`config.mk`:
```
export PLATFORM = sky130hd
export DESIGN_NAME = neuron_mac_activation_flat
export DESIGN_NICKNAME = d
export VERILOG_FILES = /design/src/rtl/nma_pkg.sv /design/src/rtl/nma_if.sv /design/src/rtl/nma_datapath.sv /design/src/rtl/nma_ctrl.sv /design/src/rtl/neuron_mac_activation.sv /design/src/flat_wrapper.sv
export VERILOG_INCLUDE_DIRS = /design/src /design/src/rtl
export SDC_FILE = /design/constraint.sdc
export NUM_CORES = 2
export LEC_CHECK = 0
export BUFFER_PORTS_ARGS = -buffer_cell sky130_fd_sc_hd__buf_4
export CAP_MARGIN = 25
export CORE_UTILIZATION = 40
export DETAILED_ROUTE_END_ITERATION = 10
export PLACE_DENSITY = 0.54
export SLEW_MARGIN = 20
export SYNTH_ARGS = -nofsm -noshare
export SYNTH_HDL_FRONTEND = slang
export SYNTH_SLANG_ARGS = --single-unit
```
`constraint.sdc`:
```
create_clock -name clock -period 15.9 [get_ports clock]
set_clock_uncertainty 0.2 [all_clocks]
set_input_delay 0.795 -clock clock [delete_from_list [all_inputs] [get_ports clock]]
set_output_delay 0.795 -clock clock [all_outputs]
set_load 0.02 [all_outputs]
```
`src/rtl/assert_macros.svh`:
```
// Assertion macros shared by the RTL files.
`ifndef ASSERT_MACROS_SVH
`define ASSERT_MACROS_SVH

// A property checked at every rising clock edge outside reset.
`define ASSERT_CLK(label, prop, msg) \
   label: assert property (@(posedge clock) disable iff (reset) (prop)) else $error(msg);

// A condition that must be followed by another in the next cycle.
`define ASSERT_NEXT(label, ante, cons, msg) \
   label: assert property (@(posedge clock) disable iff (reset) (ante) |=> (cons)) \
      else $error(msg);

`endif

```
`src/rtl/nma_pkg.sv`:
```
`timescale 1ns / 1ps

package nma_pkg;

   localparam int DATA_WIDTH        = 16;
   localparam int ACC_WIDTH_DEFAULT = 48;
   localparam int MODE_W            = 3;

   localparam int IN_FRAC = DATA_WIDTH / 2;
   localparam int W_FRAC  = DATA_WIDTH - 4;
   localparam int P_FRAC  = IN_FRAC + W_FRAC;
   localparam int STEP_SH = P_FRAC - 2;
   localparam int PROD_W  = 2 * DATA_WIDTH;

   // Magnitude clipped to 8.0 in Q.P_FRAC.
   localparam int MAG_W   = P_FRAC + 4;
   localparam int IDX_W   = MAG_W - STEP_SH;
   localparam int TANH_W  = 17;
   localparam int SIG_W   = TANH_W + 1;
   localparam int DIFF_W  = TANH_W;
   localparam int IMUL_W  = DIFF_W + STEP_SH;
   localparam int SQ_W    = 2 * SIG_W;

   localparam int TANH_ACT_SH = 16 - IN_FRAC;
   localparam int TANH_DER_SH = 32 - IN_FRAC;
   localparam int SIG_ACT_SH  = 17 - IN_FRAC;
   localparam int SIG_DER_SH  = 34 - IN_FRAC;

   localparam logic [TANH_W-1:0] TANH_ONE = TANH_W'(1) << 16;

   typedef enum logic [MODE_W-1:0] {
      MODE_LINEAR     = 3'd0,
      MODE_SYM_THRESH = 3'd1,
      MODE_THRESH     = 3'd2,
      MODE_TANH       = 3'd3,
      MODE_SIGMOID    = 3'd4,
      MODE_RELU       = 3'd5
   } mode_type;

   typedef enum logic [2:0] {
      ST_IDLE,
      ST_ACC,
      ST_EVAL,
      ST_LOOKUP,
      ST_INTERP,
      ST_SHAPE,
      ST_SQUARE,
      ST_FINISH
   } state_type;

   typedef struct packed {
      logic load_in;
      logic acc_update;
      logic first;
      logic eval;
      logic lookup;
      logic interp;
      logic shape;
      logic square;
      logic out_load;
   } cmd_type;

   typedef struct packed {
      logic last;
   } status_type;

   // Samples of tanh(k/4) in Q1.16; every index past the table is 1.0.
   function automatic logic [TANH_W-1:0] tanh_rom(input logic [IDX_W-1:0] idx);
      logic [TANH_W-1:0] val;
      case (idx)
         6'd0:    val = 17'd0;
         6'd1:    val = 17'd16051;
         6'd2:    val = 17'd30285;
         6'd3:    val = 17'd41625;
         6'd4:    val = 17'd49912;
         6'd5:    val = 17'd55593;
         6'd6:    val = 17'd59320;
         6'd7:    val = 17'd61694;
         6'd8:    val = 17'd63179;
         6'd9:    val = 17'd64096;
         6'd10:   val = 17'd64659;
         6'd11:   val = 17'd65003;
         6'd12:   val = 17'd65212;
         6'd13:   val = 17'd65339;
         6'd14:   val = 17'd65417;
         6'd15:   val = 17'd65464;
         6'd16:   val = 17'd65492;
         6'd17:   val = 17'd65509;
         6'd18:   val = 17'd65520;
         6'd19:   val = 17'd65526;
         6'd20:   val = 17'd65530;
         6'd21:   val = 17'd65532;
         6'd22:   val = 17'd65534;
         6'd23:   val = 17'd65535;
         6'd24:   val = 17'd65535;
         default: val = TANH_ONE;
      endcase
      return val;
   endfunction

endpackage

```
`src/rtl/nma_if.sv`:
```
`timescale 1ns / 1ps

interface nma_req_if import nma_pkg::*; ();
   logic                         valid;
   logic                         ready;
   logic signed [DATA_WIDTH-1:0] in_value;
   logic signed [DATA_WIDTH-1:0] weight;
   logic signed [DATA_WIDTH-1:0] bias;
   logic                         last;

   modport source (output valid, output in_value, output weight, output bias,
                   output last, input ready);
   modport sink (input valid, input in_value, input weight, input bias,
                 input last, output ready);
endinterface

interface nma_rsp_if import nma_pkg::*; ();
   logic                         valid;
   logic                         ready;
   logic signed [DATA_WIDTH-1:0] activation;
   logic signed [DATA_WIDTH-1:0] derivative;
   logic                         saturated;

   modport source (output valid, output activation, output derivative,
                   output saturated, input ready);
   modport sink (input valid, input activation, input derivative,
                 input saturated, output ready);
endinterface

interface nma_csr_if import nma_pkg::*; ();
   logic              valid;
   logic              ready;
   logic [MODE_W-1:0] activation_mode;

   modport source (output valid, output activation_mode, input ready);
   modport sink (input valid, input activation_mode, output ready);
endinterface

```
`src/rtl/nma_datapath.sv`:
```
`timescale 1ns / 1ps

module nma_datapath import nma_pkg::*; #(
   parameter int ACC_WIDTH = ACC_WIDTH_DEFAULT
) (
   input  logic                         clock,
   input  logic                         reset,
   input  cmd_type                      cmd,
   output status_type                   status,
   input  logic signed [DATA_WIDTH-1:0] in_value,
   input  logic signed [DATA_WIDTH-1:0] weight,
   input  logic signed [DATA_WIDTH-1:0] bias,
   input  logic                         last,
   input  logic                         csr_write,
   input  logic [MODE_W-1:0]            csr_data,
   output logic signed [DATA_WIDTH-1:0] activation,
   output logic signed [DATA_WIDTH-1:0] derivative,
   output logic                         saturated
);

   localparam logic [ACC_WIDTH-1:0] MAG_LIM = ACC_WIDTH'(1) << (P_FRAC + 3);
   localparam logic [DATA_WIDTH-1:0] ONE_Q  = DATA_WIDTH'(1) << IN_FRAC;
   localparam logic [DATA_WIDTH-1:0] MAX_Q  = {1'b0, {(DATA_WIDTH - 1){1'b1}}};
   localparam logic [DATA_WIDTH-1:0] MIN_Q  = {1'b1, {(DATA_WIDTH - 1){1'b0}}};
   localparam logic [SIG_W-1:0] SIG_ONE     = SIG_W'(TANH_ONE);
   localparam logic [SIG_W-1:0] SIG_TWO     = SIG_W'(1) << 17;
   localparam logic [SQ_W-1:0] SQ_ONE       = SQ_W'(1) << 32;

   mode_type mode_ff, mode_in;

   logic signed [PROD_W-1:0]     prod_ff, prod_in;
   logic signed [DATA_WIDTH-1:0] bias_ff;
   logic                         last_ff;
   logic signed [ACC_WIDTH-1:0]  acc_ff, acc_in;

   logic                  neg_ff, zero_ff, lin_sat_ff;
   logic [MAG_W-1:0]      mag_ff;
   logic [DATA_WIDTH-1:0] lin_ff;

   logic [IDX_W-1:0]   idx;
   logic [STEP_SH-1:0] frac;
   logic [MAG_W-1:0]   tmag;
   logic [ACC_WIDTH-1:0] mag_full;
   logic signed [ACC_WIDTH-1:0] sh;
   logic [ACC_WIDTH-DATA_WIDTH:0] sh_top;
   logic                 lin_sat;

   logic                 top_ff;
   logic [TANH_W-1:0]    lo_ff;
   logic [DIFF_W-1:0]    diff_ff;
   logic [STEP_SH-1:0]   frac_ff;
   logic [IMUL_W-1:0]    interp_mul;
   logic [TANH_W-1:0]    t_ff, t_in;
   logic [SIG_W-1:0]     s_ff, sc_ff;
   logic [SIG_W-1:0]     op_a, op_b;
   logic [SQ_W-1:0]      sq_ff;

   logic [TANH_W-1:0]     tanh_r;
   logic [SQ_W-1:0]       tanh_der, sig_der;
   logic [SIG_W-1:0]      sig_act;
   logic [DATA_WIDTH-1:0] act_in, der_in;
   logic                  sat_in;
   logic [DATA_WIDTH-1:0] act_ff, der_ff;
   logic                  sat_ff;

   assign prod_in = in_value * weight;
   assign mode_in = csr_write ? mode_type'(csr_data) : mode_ff;

   always_ff @(posedge clock) begin
      if (reset) begin
         mode_ff <= MODE_LINEAR;
      end else begin
         mode_ff <= mode_in;
      end
   end

   always_ff @(posedge clock) begin
      if (cmd.load_in) begin
         prod_ff <= prod_in;
         bias_ff <= bias;
         last_ff <= last;
      end
   end

   assign status.last = last_ff;

   always_comb begin
      if (cmd.first) begin
         acc_in = (ACC_WIDTH'(bias_ff) <<< W_FRAC) + ACC_WIDTH'(prod_ff);
      end else begin
         acc_in = acc_ff + ACC_WIDTH'(prod_ff);
      end
   end

   always_ff @(posedge clock) begin
      if (cmd.acc_update) begin
         acc_ff <= acc_in;
      end
   end

   // Sign, magnitude and the saturated linear value of the sum.
   always_comb begin
      mag_full = acc_ff[ACC_WIDTH-1] ? (ACC_WIDTH'(0) - acc_ff) : acc_ff;
      sh       = acc_ff >>> W_FRAC;
      sh_top   = sh[ACC_WIDTH-1:DATA_WIDTH-1];
      lin_sat  = !((&sh_top) || (~|sh_top));
   end

   always_ff @(posedge clock) begin
      if (cmd.eval) begin
         neg_ff     <= acc_ff[ACC_WIDTH-1];
         zero_ff    <= (acc_ff == '0);
         mag_ff     <= (mag_full > MAG_LIM) ? MAG_LIM[MAG_W-1:0] : mag_full[MAG_W-1:0];
         lin_sat_ff <= lin_sat;
         if (lin_sat) begin
            lin_ff <= acc_ff[ACC_WIDTH-1] ? MIN_Q : MAX_Q;
         end else begin
            lin_ff <= sh[DATA_WIDTH-1:0];
         end
      end
   end

   // Sigmoid looks up tanh at half the sum.
   always_comb begin
      tmag = (mode_ff == MODE_SIGMOID) ? (mag_ff >> 1) : mag_ff;
      idx  = tmag[MAG_W-1:STEP_SH];
      frac = tmag[STEP_SH-1:0];
   end

   always_ff @(posedge clock) begin
      if (cmd.lookup) begin
         top_ff  <= idx[IDX_W-1];
         lo_ff   <= tanh_rom(idx);
         diff_ff <= tanh_rom(idx + IDX_W'(1)) - tanh_rom(idx);
         frac_ff <= frac;
      end
   end

   always_comb begin
      interp_mul = IMUL_W'(diff_ff) * IMUL_W'(frac_ff);
      t_in       = top_ff ? TANH_ONE : (lo_ff + interp_mul[IMUL_W-1:STEP_SH]);
   end

   always_ff @(posedge clock) begin
      if (cmd.interp) begin
         t_ff <= t_in;
      end
   end

   always_ff @(posedge clock) begin
      if (cmd.shape) begin
         if (neg_ff) begin
            s_ff  <= SIG_ONE - SIG_W'(t_ff);
            sc_ff <= SIG_TWO - (SIG_ONE - SIG_W'(t_ff));
         end else begin
            s_ff  <= SIG_ONE + SIG_W'(t_ff);
            sc_ff <= SIG_TWO - (SIG_ONE + SIG_W'(t_ff));
         end
      end
   end

   // One multiplier serves the tanh square and the sigmoid product.
   always_comb begin
      op_a = (mode_ff == MODE_TANH) ? SIG_W'(t_ff) : s_ff;
      op_b = (mode_ff == MODE_TANH) ? SIG_W'(t_ff) : sc_ff;
   end

   always_ff @(posedge clock) begin
      if (cmd.square) begin
         sq_ff <= SQ_W'(op_a) * SQ_W'(op_b);
      end
   end

   always_comb begin
      tanh_r   = (t_ff + (TANH_W'(1) << (TANH_ACT_SH - 1))) >> TANH_ACT_SH;
      tanh_der = (SQ_ONE - sq_ff + (SQ_W'(1) << (TANH_DER_SH - 1))) >> TANH_DER_SH;
      sig_act  = (s_ff + (SIG_W'(1) << (SIG_ACT_SH - 1))) >> SIG_ACT_SH;
      sig_der  = (sq_ff + (SQ_W'(1) << (SIG_DER_SH - 1))) >> SIG_DER_SH;
      act_in   = '0;
      der_in   = '0;
      sat_in   = 1'b0;
      case (mode_ff)
         MODE_LINEAR: begin
            act_in = lin_ff;
            der_in = ONE_Q;
            sat_in = lin_sat_ff;
         end
         MODE_SYM_THRESH: begin
            act_in = neg_ff ? (DATA_WIDTH'(0) - ONE_Q) : ONE_Q;
            der_in = zero_ff ? ONE_Q : '0;
         end
         MODE_THRESH: begin
            act_in = neg_ff ? '0 : ONE_Q;
            der_in = zero_ff ? ONE_Q : '0;
         end
         MODE_TANH: begin
            act_in = neg_ff ? (DATA_WIDTH'(0) - DATA_WIDTH'(tanh_r)) : DATA_WIDTH'(tanh_r);
            der_in = DATA_WIDTH'(tanh_der);
         end
         MODE_SIGMOID: begin
            act_in = DATA_WIDTH'(sig_act);
            der_in = DATA_WIDTH'(sig_der);
         end
         MODE_RELU: begin
            if (!neg_ff && !zero_ff) begin
               act_in = lin_ff;
               der_in = ONE_Q;
               sat_in = lin_sat_ff;
            end
         end
         default: begin
            act_in = '0;
            der_in = '0;
            sat_in = 1'b0;
         end
      endcase
   end

   always_ff @(posedge clock) begin
      if (cmd.out_load) begin
         act_ff <= act_in;
         der_ff <= der_in;
         sat_ff <= sat_in;
      end
   end

   assign activation = act_ff;
   assign derivative = der_ff;
   assign saturated  = sat_ff;

endmodule

```
`src/rtl/nma_ctrl.sv`:
```
`timescale 1ns / 1ps
`include "assert_macros.svh"

module nma_ctrl import nma_pkg::*; (
   input  logic       clock,
   input  logic       reset,
   input  logic       req_valid,
   output logic       req_ready,
   output logic       rsp_valid,
   input  logic       rsp_ready,
   input  status_type status,
   output cmd_type    cmd
);

   state_type state_ff, state_in;
   logic      first_pending_ff, first_pending_in;
   logic      rsp_valid_ff, rsp_valid_in;
   logic      slot_free;

   assign slot_free = !rsp_valid_ff || rsp_ready;

   always_comb begin
      state_in = state_ff;
      case (state_ff)
         ST_IDLE: begin
            if (req_valid) begin
               state_in = ST_ACC;
            end
         end
         ST_ACC: begin
            state_in = status.last ? ST_EVAL : ST_IDLE;
         end
         ST_EVAL:   state_in = ST_LOOKUP;
         ST_LOOKUP: state_in = ST_INTERP;
         ST_INTERP: state_in = ST_SHAPE;
         ST_SHAPE:  state_in = ST_SQUARE;
         ST_SQUARE: state_in = ST_FINISH;
         ST_FINISH: begin
            if (slot_free) begin
               state_in = ST_IDLE;
            end
         end
         default: state_in = ST_IDLE;
      endcase
   end

   always_comb begin
      req_ready = 1'b0;
      cmd       = '0;
      cmd.first = first_pending_ff;
      case (state_ff)
         ST_IDLE: begin
            req_ready   = 1'b1;
            cmd.load_in = req_valid;
         end
         ST_ACC:    cmd.acc_update = 1'b1;
         ST_EVAL:   cmd.eval       = 1'b1;
         ST_LOOKUP: cmd.lookup     = 1'b1;
         ST_INTERP: cmd.interp     = 1'b1;
         ST_SHAPE:  cmd.shape      = 1'b1;
         ST_SQUARE: cmd.square     = 1'b1;
         ST_FINISH: cmd.out_load   = slot_free;
         default: begin
            req_ready = 1'b0;
         end
      endcase
   end

   always_comb begin
      first_pending_in = first_pending_ff;
      if (cmd.acc_update) begin
         first_pending_in = status.last;
      end
      rsp_valid_in = rsp_valid_ff;
      if (cmd.out_load) begin
         rsp_valid_in = 1'b1;
      end else if (rsp_ready) begin
         rsp_valid_in = 1'b0;
      end
   end

   always_ff @(posedge clock) begin
      if (reset) begin
         state_ff         <= ST_IDLE;
         first_pending_ff <= 1'b1;
         rsp_valid_ff     <= 1'b0;
      end else begin
         state_ff         <= state_in;
         first_pending_ff <= first_pending_in;
         rsp_valid_ff     <= rsp_valid_in;
      end
   end

   assign rsp_valid = rsp_valid_ff;

   `ASSERT_CLK(a_load_free, !cmd.out_load || !rsp_valid_ff || rsp_ready, "result overwritten")
   `ASSERT_NEXT(a_accept_acc, state_ff == ST_IDLE && req_valid, state_ff == ST_ACC, "item skipped")
   `ASSERT_NEXT(a_last_first, state_ff == ST_ACC && status.last, first_pending_ff, "sum not restarted")
   `ASSERT_CLK(a_rsp_origin, !$rose(rsp_valid_ff) || $past(state_ff) == ST_FINISH, "stray result")

endmodule

```
`src/rtl/neuron_mac_activation.sv`:
```
`timescale 1ns / 1ps
// Neuron multiply-accumulate with activation.
// The req channel carries one (in_value, weight) pair per item, with the
// neuron bias taken on the first pair of a vector and last marking the
// final pair. Each pair's product is added into a wide accumulator.
// A pair without last passes through the accumulate step and produces
// nothing; no next item is accepted until the block is back in idle.
// On a pair with last the sum passes through a sequencer of evaluation
// steps (magnitude, table lookup, interpolation, shaping, one shared
// multiplier) and the result item is registered onto rsp from the final
// step, and the block is ready for the next item as the result appears.
// The csr channel writes the activation mode; it is always ready.
// The rsp output is registered, so a new vector is accepted and summed
// while a result waits. If the receiver stalls, the block holds its next
// result in the last step and accepts no item until the output frees.
// Reset clears the mode to linear, empties the output and arms the next
// pair to start a new vector.

module neuron_mac_activation import nma_pkg::*; #(
   parameter int ACC_WIDTH = ACC_WIDTH_DEFAULT
) (
   input logic      clock,
   input logic      reset,
   nma_req_if.sink  req_bus,
   nma_rsp_if.source rsp_bus,
   nma_csr_if.sink  csr_bus
);

   cmd_type    cmd;
   status_type status;

   assign csr_bus.ready = 1'b1;

   nma_ctrl u_ctrl (
      .clock     (clock),
      .reset     (reset),
      .req_valid (req_bus.valid),
      .req_ready (req_bus.ready),
      .rsp_valid (rsp_bus.valid),
      .rsp_ready (rsp_bus.ready),
      .status    (status),
      .cmd       (cmd)
   );

   nma_datapath #(
      .ACC_WIDTH (ACC_WIDTH)
   ) u_datapath (
      .clock      (clock),
      .reset      (reset),
      .cmd        (cmd),
      .status     (status),
      .in_value   (req_bus.in_value),
      .weight     (req_bus.weight),
      .bias       (req_bus.bias),
      .last       (req_bus.last),
      .csr_write  (csr_bus.valid),
      .csr_data   (csr_bus.activation_mode),
      .activation (rsp_bus.activation),
      .derivative (rsp_bus.derivative),
      .saturated  (rsp_bus.saturated)
   );

endmodule
```
`src/flat_wrapper.sv`:
```
// flat-port wrapper written by rule: the top's interface ports become plain ports
module neuron_mac_activation_flat import nma_pkg::*;
#(
   parameter int ACC_WIDTH = ACC_WIDTH_DEFAULT
)
  (clock, reset, req_bus_valid, req_bus_in_value, req_bus_weight, req_bus_bias, req_bus_last, req_bus_ready, rsp_bus_valid, rsp_bus_activation, rsp_bus_derivative, rsp_bus_saturated, rsp_bus_ready, csr_bus_valid, csr_bus_activation_mode, csr_bus_ready);
  nma_req_if req_bus_i ();
  nma_rsp_if rsp_bus_i ();
  nma_csr_if csr_bus_i ();
  input logic clock;
  input logic reset;
  input wire logic [$bits(req_bus_i.valid)-1:0] req_bus_valid;
  input wire logic [$bits(req_bus_i.in_value)-1:0] req_bus_in_value;
  input wire logic [$bits(req_bus_i.weight)-1:0] req_bus_weight;
  input wire logic [$bits(req_bus_i.bias)-1:0] req_bus_bias;
  input wire logic [$bits(req_bus_i.last)-1:0] req_bus_last;
  output wire logic [$bits(req_bus_i.ready)-1:0] req_bus_ready;
  output wire logic [$bits(rsp_bus_i.valid)-1:0] rsp_bus_valid;
  output wire logic [$bits(rsp_bus_i.activation)-1:0] rsp_bus_activation;
  output wire logic [$bits(rsp_bus_i.derivative)-1:0] rsp_bus_derivative;
  output wire logic [$bits(rsp_bus_i.saturated)-1:0] rsp_bus_saturated;
  input wire logic [$bits(rsp_bus_i.ready)-1:0] rsp_bus_ready;
  input wire logic [$bits(csr_bus_i.valid)-1:0] csr_bus_valid;
  input wire logic [$bits(csr_bus_i.activation_mode)-1:0] csr_bus_activation_mode;
  output wire logic [$bits(csr_bus_i.ready)-1:0] csr_bus_ready;
  assign req_bus_i.valid = req_bus_valid;
  assign req_bus_i.in_value = req_bus_in_value;
  assign req_bus_i.weight = req_bus_weight;
  assign req_bus_i.bias = req_bus_bias;
  assign req_bus_i.last = req_bus_last;
  assign req_bus_ready = req_bus_i.ready;
  assign rsp_bus_valid = rsp_bus_i.valid;
  assign rsp_bus_activation = rsp_bus_i.activation;
  assign rsp_bus_derivative = rsp_bus_i.derivative;
  assign rsp_bus_saturated = rsp_bus_i.saturated;
  assign rsp_bus_i.ready = rsp_bus_ready;
  assign csr_bus_i.valid = csr_bus_valid;
  assign csr_bus_i.activation_mode = csr_bus_activation_mode;
  assign csr_bus_ready = csr_bus_i.ready;
  neuron_mac_activation #(.ACC_WIDTH(ACC_WIDTH)) u_core (.clock(clock), .reset(reset), .req_bus(req_bus_i), .rsp_bus(rsp_bus_i), .csr_bus(csr_bus_i));
endmodule
```
Word-level counts from Yosys, hierarchy flattened
Memory sizes are Yosys's and may differ from the RTL's. A register that Yosys moved wholly into a read port is not among the register bits.
Index checks and enable logic that the tools add are counted.
Operators by class
  $add $sub $neg: 16
  magnitude comparators: 1
  equality and inequality tests: 14
  multipliers: 3
  reduce and logical (&&, ||, !) cells: 16
  multiplexer cells: 38
Operators by type and width (count)
  $mux 48: 2
  $pmux 16 s6: 1
  $mux 16: 5
  $mux 18: 4
  $mux 17: 4
  $pmux 12 s5: 1
  $add 48x32->48: 1
  $gt 48x24->1 const B: 1
  $logic_not 48->1: 1
  $sub 1x48->48 const A: 1
  $add 36x24->36 const B: 1
  $add 36x26->36 const B: 1
  $mul 18x18->36: 1
  $sub 18x18->18 const A: 2
  $sub 33x36->36 const A: 1
  $mul 17x18->35: 1
  $add 28x32->33: 1
  $mul 16x16->32: 1
  $mux 9: 3
  $mux 24: 1
  $pmux 3 s8: 1
  $reduce_and 21->1: 1
  $reduce_or 21->1: 1
  $add 17x17->18 const A: 1
  other kinds (22): 50
Word-level totals
  input port bits: 57
  register bits: 306
  memories kept: 3
  output and inout port bits: 36
  logic and storage cells: 114
  bits in read-only memories: 1632
Memory list
  (name not given): words 32, bits a word 17, rd ports 1, clocked after memory_dff 1, write ports 0, RTL line nma_pkg.sv:70  | case (idx)
  (name not given): words 32, bits a word 17, rd ports 1, clocked after memory_dff 0, write ports 0, RTL line nma_pkg.sv:70
  (name not given): words 32, bits a word 17, rd ports 1, clocked after memory_dff 0, write ports 0, RTL line nma_pkg.sv:70

Longest topological paths before layout
An unclocked memory read counts as a cell.
  depth after elaboration: 7
  gate-level depth with buffers: 34
  mapped depth without buffers: 33

Cells and area by module
Synthesis repeated with hierarchy kept, for this count alone.
Second synthesis, totals
  cell total of the unflattened synthesis: 5510
  area total of the unflattened synthesis: 50075.5 µm²
Modules (own cells, without submodules)
  nma_datapath: seq. area each 9369.0 µm², times used 1, cells each 5470, area an instance 49733.9 µm²
  nma_ctrl: seq. area each 100.1 µm², times used 1, cells each 38, area an instance 330.3 µm²
  neuron_mac_activation: seq. area each 0.0 µm², times used 1, cells each 2, area an instance 11.3 µm²

Worst setup path before layout
OpenSTA, ideal clock, no wires.
  path kind: register to register
  start: register u_core.u_datapath.diff_ff[10]
  end: register u_core.u_datapath.t_ff[16], data pin
  data required time: 15.438 ns
  data arrival time: 7.534 ns
  path buffers: 2
  setup time: 0.262 ns
  path slack: 7.904 ns
  stages on the path, launching flop included: 33
  clock period less this slack: 7.996 ns
  cells stage by stage: edfxtp_1 > clkbuf_1 > clkbuf_1 > nand2_1 > fa_1 > inv_1 > fa_1 > inv_1 > fa_1 > inv_1 > fa_1 > fa_1 > inv_1 > fa_1 > inv_1 > ha_1 > nand3_1 > a21boi_0 > o31ai_1 > a21oi_1 > nor3_1 > a21oi_1 > a21o_1 > a211oi_1 > nor3_1 > ha_1 > nand4_1 > a21oi_1 > nor4_1 > or3_1 > o211ai_1 > xnor2_1 > or2_2
Between the ends
  longest elaborated chain between the ends: 2
Ends and longest elaborated chain
  start, declared: RTL line nma_datapath.sv:50  | logic [DIFF_W-1:0] diff_ff;
  start signal, assigned: RTL line nma_datapath.sv:134  | diff_ff <= tanh_rom(idx + IDX_W'(1)) - tanh_rom(idx);
  $mul 17x18->35: RTL line nma_datapath.sv:140  | interp_mul = IMUL_W'(diff_ff) * IMUL_W'(frac_ff);
  $add 17x17->17: RTL line nma_datapath.sv:141  | t_in = top_ff ? TANH_ONE : (lo_ff + interp_mul[IMUL_W-1:STEP_SH]);
  end signal, assigned: RTL line nma_datapath.sv:146  | t_ff <= t_in;
  end, declared: RTL line nma_datapath.sv:53  | logic [TANH_W-1:0] t_ff, t_in;
No other way between the ends.
A chain may end at the register's enable or synchronous reset.

Worst setup path after layout
  start: register u_core.u_datapath.mode_ff[0]
  end: register u_core.u_datapath.sq_ff[35], data pin
Between the ends
  longest elaborated chain between the ends: 3
  elaborated cells between the ends (all ways): 4
  those cells by class: 1 x mul; 1 x eq/ne; 2 x mux
Ends and longest elaborated chain
  start, declared: RTL line nma_datapath.sv:29  | mode_type mode_ff, mode_in;
  start signal, assigned: RTL line nma_datapath.sv:73  | mode_ff <= mode_in;
  $eq 3x2->1 *: RTL line nma_datapath.sv:164, nma_datapath.sv:165
  $mux 18, on equally long branches: RTL line nma_datapath.sv:164, nma_datapath.sv:165
  $mul 18x18->36 *: RTL line nma_datapath.sv:170  | sq_ff <= SQ_W'(op_a) * SQ_W'(op_b);
  end signal, assigned: RTL line nma_datapath.sv:170
  end, declared: RTL line nma_datapath.sv:56  | logic [SQ_W-1:0] sq_ff;
Every way passes the cells marked *; elsewhere a longest branch is shown, timed or not.

==> results.sh <==
export IMPL_slew_viol_final=0
export IMPL_post_dp_hpwl_um=104000
export IMPL_timing_critical_path_from_type="flop"
export IMPL_status="completed"
export IMPL_minimum_clock_period_after_layout_ns=9.56
export IMPL_static_leakage_power_nw=24.7
export IMPL_hold_bufs_at_cts=0
export IMPL_fin_total_pwr_mw=9.03
export IMPL_cts_tree="done"
export IMPL_drtAntennaViolNets=0
export IMPL_finalSetupTns_ns=0
export IMPL_clockRootBuffer="clkbuf_16"
export IMPL_detail_route_wl_per_cell_um=18.4
export IMPL_wire_length_of_the_first_global_routing_pass_um=210000
export IMPL_ys_warnings_count=0
export IMPL_drtPass1Iterations=7
export IMPL_critPathBufInv=6
export IMPL_cts_htree_levels=2
export IMPL_synthCells=5461
export IMPL_post_cts_setup_buffer_count=0
export IMPL_post_synth_most_frequent_cells="928 x inv_1, 851 x nand2_1, 759 x fa_1, 419 x ha_1, 310 x edfxtp_1"
export IMPL_hold_violations=0
export IMPL_drt_vias_per_instance=5.20
export IMPL_synth_top_flop_cell="edfxtp_1"
export IMPL_largest_net_degree_at_the_start_of_global_routing=78
export IMPL_synth_most_common_cell="inv_1"
export IMPL_detail_route_iter0_violations=1997
export IMPL_total_of_max_cap_violations=0
export IMPL_drcViolationCount=0
export IMPL_setup_violations=0
export IMPL_initial_antenna_violation_count=0
export IMPL_ys_async_sr_fraction_pct=0
export IMPL_path_clk_slew_ns=0.06
export IMPL_num_io_pins=93
export IMPL_gp_congestion=0.891
export IMPL_area_growth_synth_to_final_pct=7.40
export IMPL_setup_worst_path_class="flop to flop"
export IMPL_die_area_sq_um=126000
export IMPL_crit_arrival_ns=9.69
export IMPL_cp_required_ns=16.03
export IMPL_period_share_pct=60.2
export IMPL_cts_inserted_buffers=41
export IMPL_syn_area_sq_um=49800
export IMPL_cell_taking_the_most_area_after_synthesis="fa_1"
export IMPL_start_util_pct=40.3
export IMPL_grt_pass1_vias=38742
export IMPL_totalWireLength_um=130000
export IMPL_port_buffers=87
export IMPL_clock_sinks=318
export IMPL_die_height_um=355
export IMPL_fp_row_count=129
export IMPL_synth_ff_latch_count=318
export IMPL_max_freq_ghz=0.105
export IMPL_peakVddDrop_mv=0.161
export IMPL_core_area_sq_um=123000
export IMPL_synth_edf_count=310
export IMPL_synthDistinctLibCells=80
export IMPL_worst_r2r_path_depth=28
export IMPL_cp_common_cell="fa_1"
export IMPL_clock_insertion_delay_worst_skew_ns=0.59
export IMPL_cts_repair_resized=0
export IMPL_pd_cells_nw_per_um2=169
export IMPL_die_width_um=355
export IMPL_crit_fanout=15
export IMPL_syn_avg_cell_area_sq_um=9.11
export IMPL_synth_area_top_cells="fa_1 31%, edfxtp_1 19%, ha_1 11%, inv_1 7.0%, nand2_1 6.4%"
export IMPL_post_route_cells_drive_above_1_share_pct=4.48
export IMPL_max_slew_worst_pin_slew_ns=1.07
export IMPL_worst_hold_path_cells=1
export IMPL_holdCritPathClass="input port to flop"
export IMPL_cp_slowest_stage_delay_ns=0.73
export IMPL_rsz0062_at_grt="false"
export IMPL_design_final_nets=6650
export IMPL_cp_end_kind="flop"
export IMPL_category_of_cells_accounting_for_the_largest_share_of_critical_path_delay="adder cells"
export IMPL_gr_usage_all_layers_pct=21.1
export IMPL_cts_max_path_buffers=3
export IMPL_synth_sequential_area_ratio_pct=19.0
export IMPL_max_transition_margin_pct=27.8
export IMPL_global_route_overflow_total=0
export IMPL_synth_top_cell_area_share_pct=30.5
export IMPL_worst_path_max_delay_cell="nor2b_1"
export IMPL_critical_path_depth=28
export IMPL_dr_total_vias=36809
## state kept, by name, indices dropped and copies added, names as in the netlist, 18 cells and up
register / count
u_core.u_datapath.prod_ff: 32
u_core.u_datapath.sq_ff: 36
u_core.u_datapath.frac_ff: 18
u_core.u_datapath.s_ff: 18
u_core.u_datapath.mag_ff: 24
u_core.u_datapath.acc_ff: 48
## routing by layer
layer	GRT usage, %	vias up	share of wire [%]
met5	0	-	0
met4	5.48	0	2.5
met3	2.42	165	4.1
met2	37.2	724	50
met1	27.2	18517	44
li1	-	17403	-
## per-stage QoR
stage / instance area (sq um) / hold WS [ns] / cells / setup slack, ns / utilization [%]
6_report: 53400 / 0.192 / 7084 / 6.34 / 43.3
3_3_place_gp: 52000 / 0.288 / 7006 / 6.19 / 42.1
2_1_floorplan: 49800 / 0.256 / 5464 / 7.90 / -
3_5_place_dp: 52000 / 0.294 / 7007 / 6.07 / 42.1
5_1_grt: 53400 / 0.166 / 7083 / 5.58 / 43.3
4_1_cts: 53400 / 0.155 / 7081 / 6.07 / 43.3
## kinds of logic after synthesis
kind of cell | after synthesis | share of synthesized area (%)
fa+ha+maj | 1179 | 41.1
xor+xnor | 262 | 4.61
compound gates | 705 | 9.14
simple gates | 1817 | 16.9
flops | 318 | 19.0
other cells | 2 | 0.0151
mux | 20 | 0.420
buf+inv | 1158 | 8.83
## worst register-to-register path: cells and delay by family, from the launching register on
family	cells	cell delay, ns
AND/OR/NAND/NOR	7	2.45
AO/OA/AOI/OAI	7	2.25
flip-flops	1	0.47
adder cells (fa/ha/maj)	7	3.27
XOR/XNOR	1	0.16
buffers and inverters	6	0.50
## power breakdown
part           internal [mW]  leakage [nW]  switching (mW)  total (mW)
clock                  0.630         0.700           0.390        1.02
sequential              1.33          2.91           0.125        1.46
combinational           2.89          21.1            3.65        6.55
## worst paths after layout
path | from | end | slack [ns]
max | u_core.u_datapath.mode_ff[0] | u_core.u_datapath.sq_ff[35] | 6.34
min | req_bus_bias[15] | u_core.u_datapath.bias_ff[15] | 0.19
max reg2reg | u_core.u_datapath.mode_ff[0] | u_core.u_datapath.sq_ff[35] | 6.34
min reg2reg | u_core.u_datapath.status | u_core.u_ctrl.first_pending_ff | 0.30
## layout by cell type, fill, tap and decap left out, types with 25 or more instances in the layout
master / Yosys / routed
a211oi_1: 27 / 27
a21o_1: 95 / 95
a21oi_1: 191 / 191
a31oi_1: 27 / 27
and2_1: 268 / 267
and3_1: 48 / 48
buf_4: 5 / 131
clkbuf_16: 0 / 41
edfxtp_1: 310 / 310
fa_1: 759 / 759
ha_1: 419 / 419
inv_1: 928 / 928
nand2_1: 851 / 850
nand2b_1: 40 / 40
nand3_1: 68 / 68
nand4_1: 25 / 25
nor2_1: 308 / 303
nor2b_1: 26 / 26
nor3_1: 65 / 64
o21ai_0: 152 / 152
or3_1: 34 / 34
xnor2_1: 154 / 154
xor2_1: 108 / 108
## layout make-up
type	count	area (sq um)
timing repair buffer	133	1000
sequential	318	9470
antenna	1	2.50
multi-input combinational	3988	36000
clock inverter	24	367
clock buffer	50	1080
fill	12234	70000
tap	1637	2050
inverter	933	3500
No activity file was read; power rests on OpenSTA's default activity.
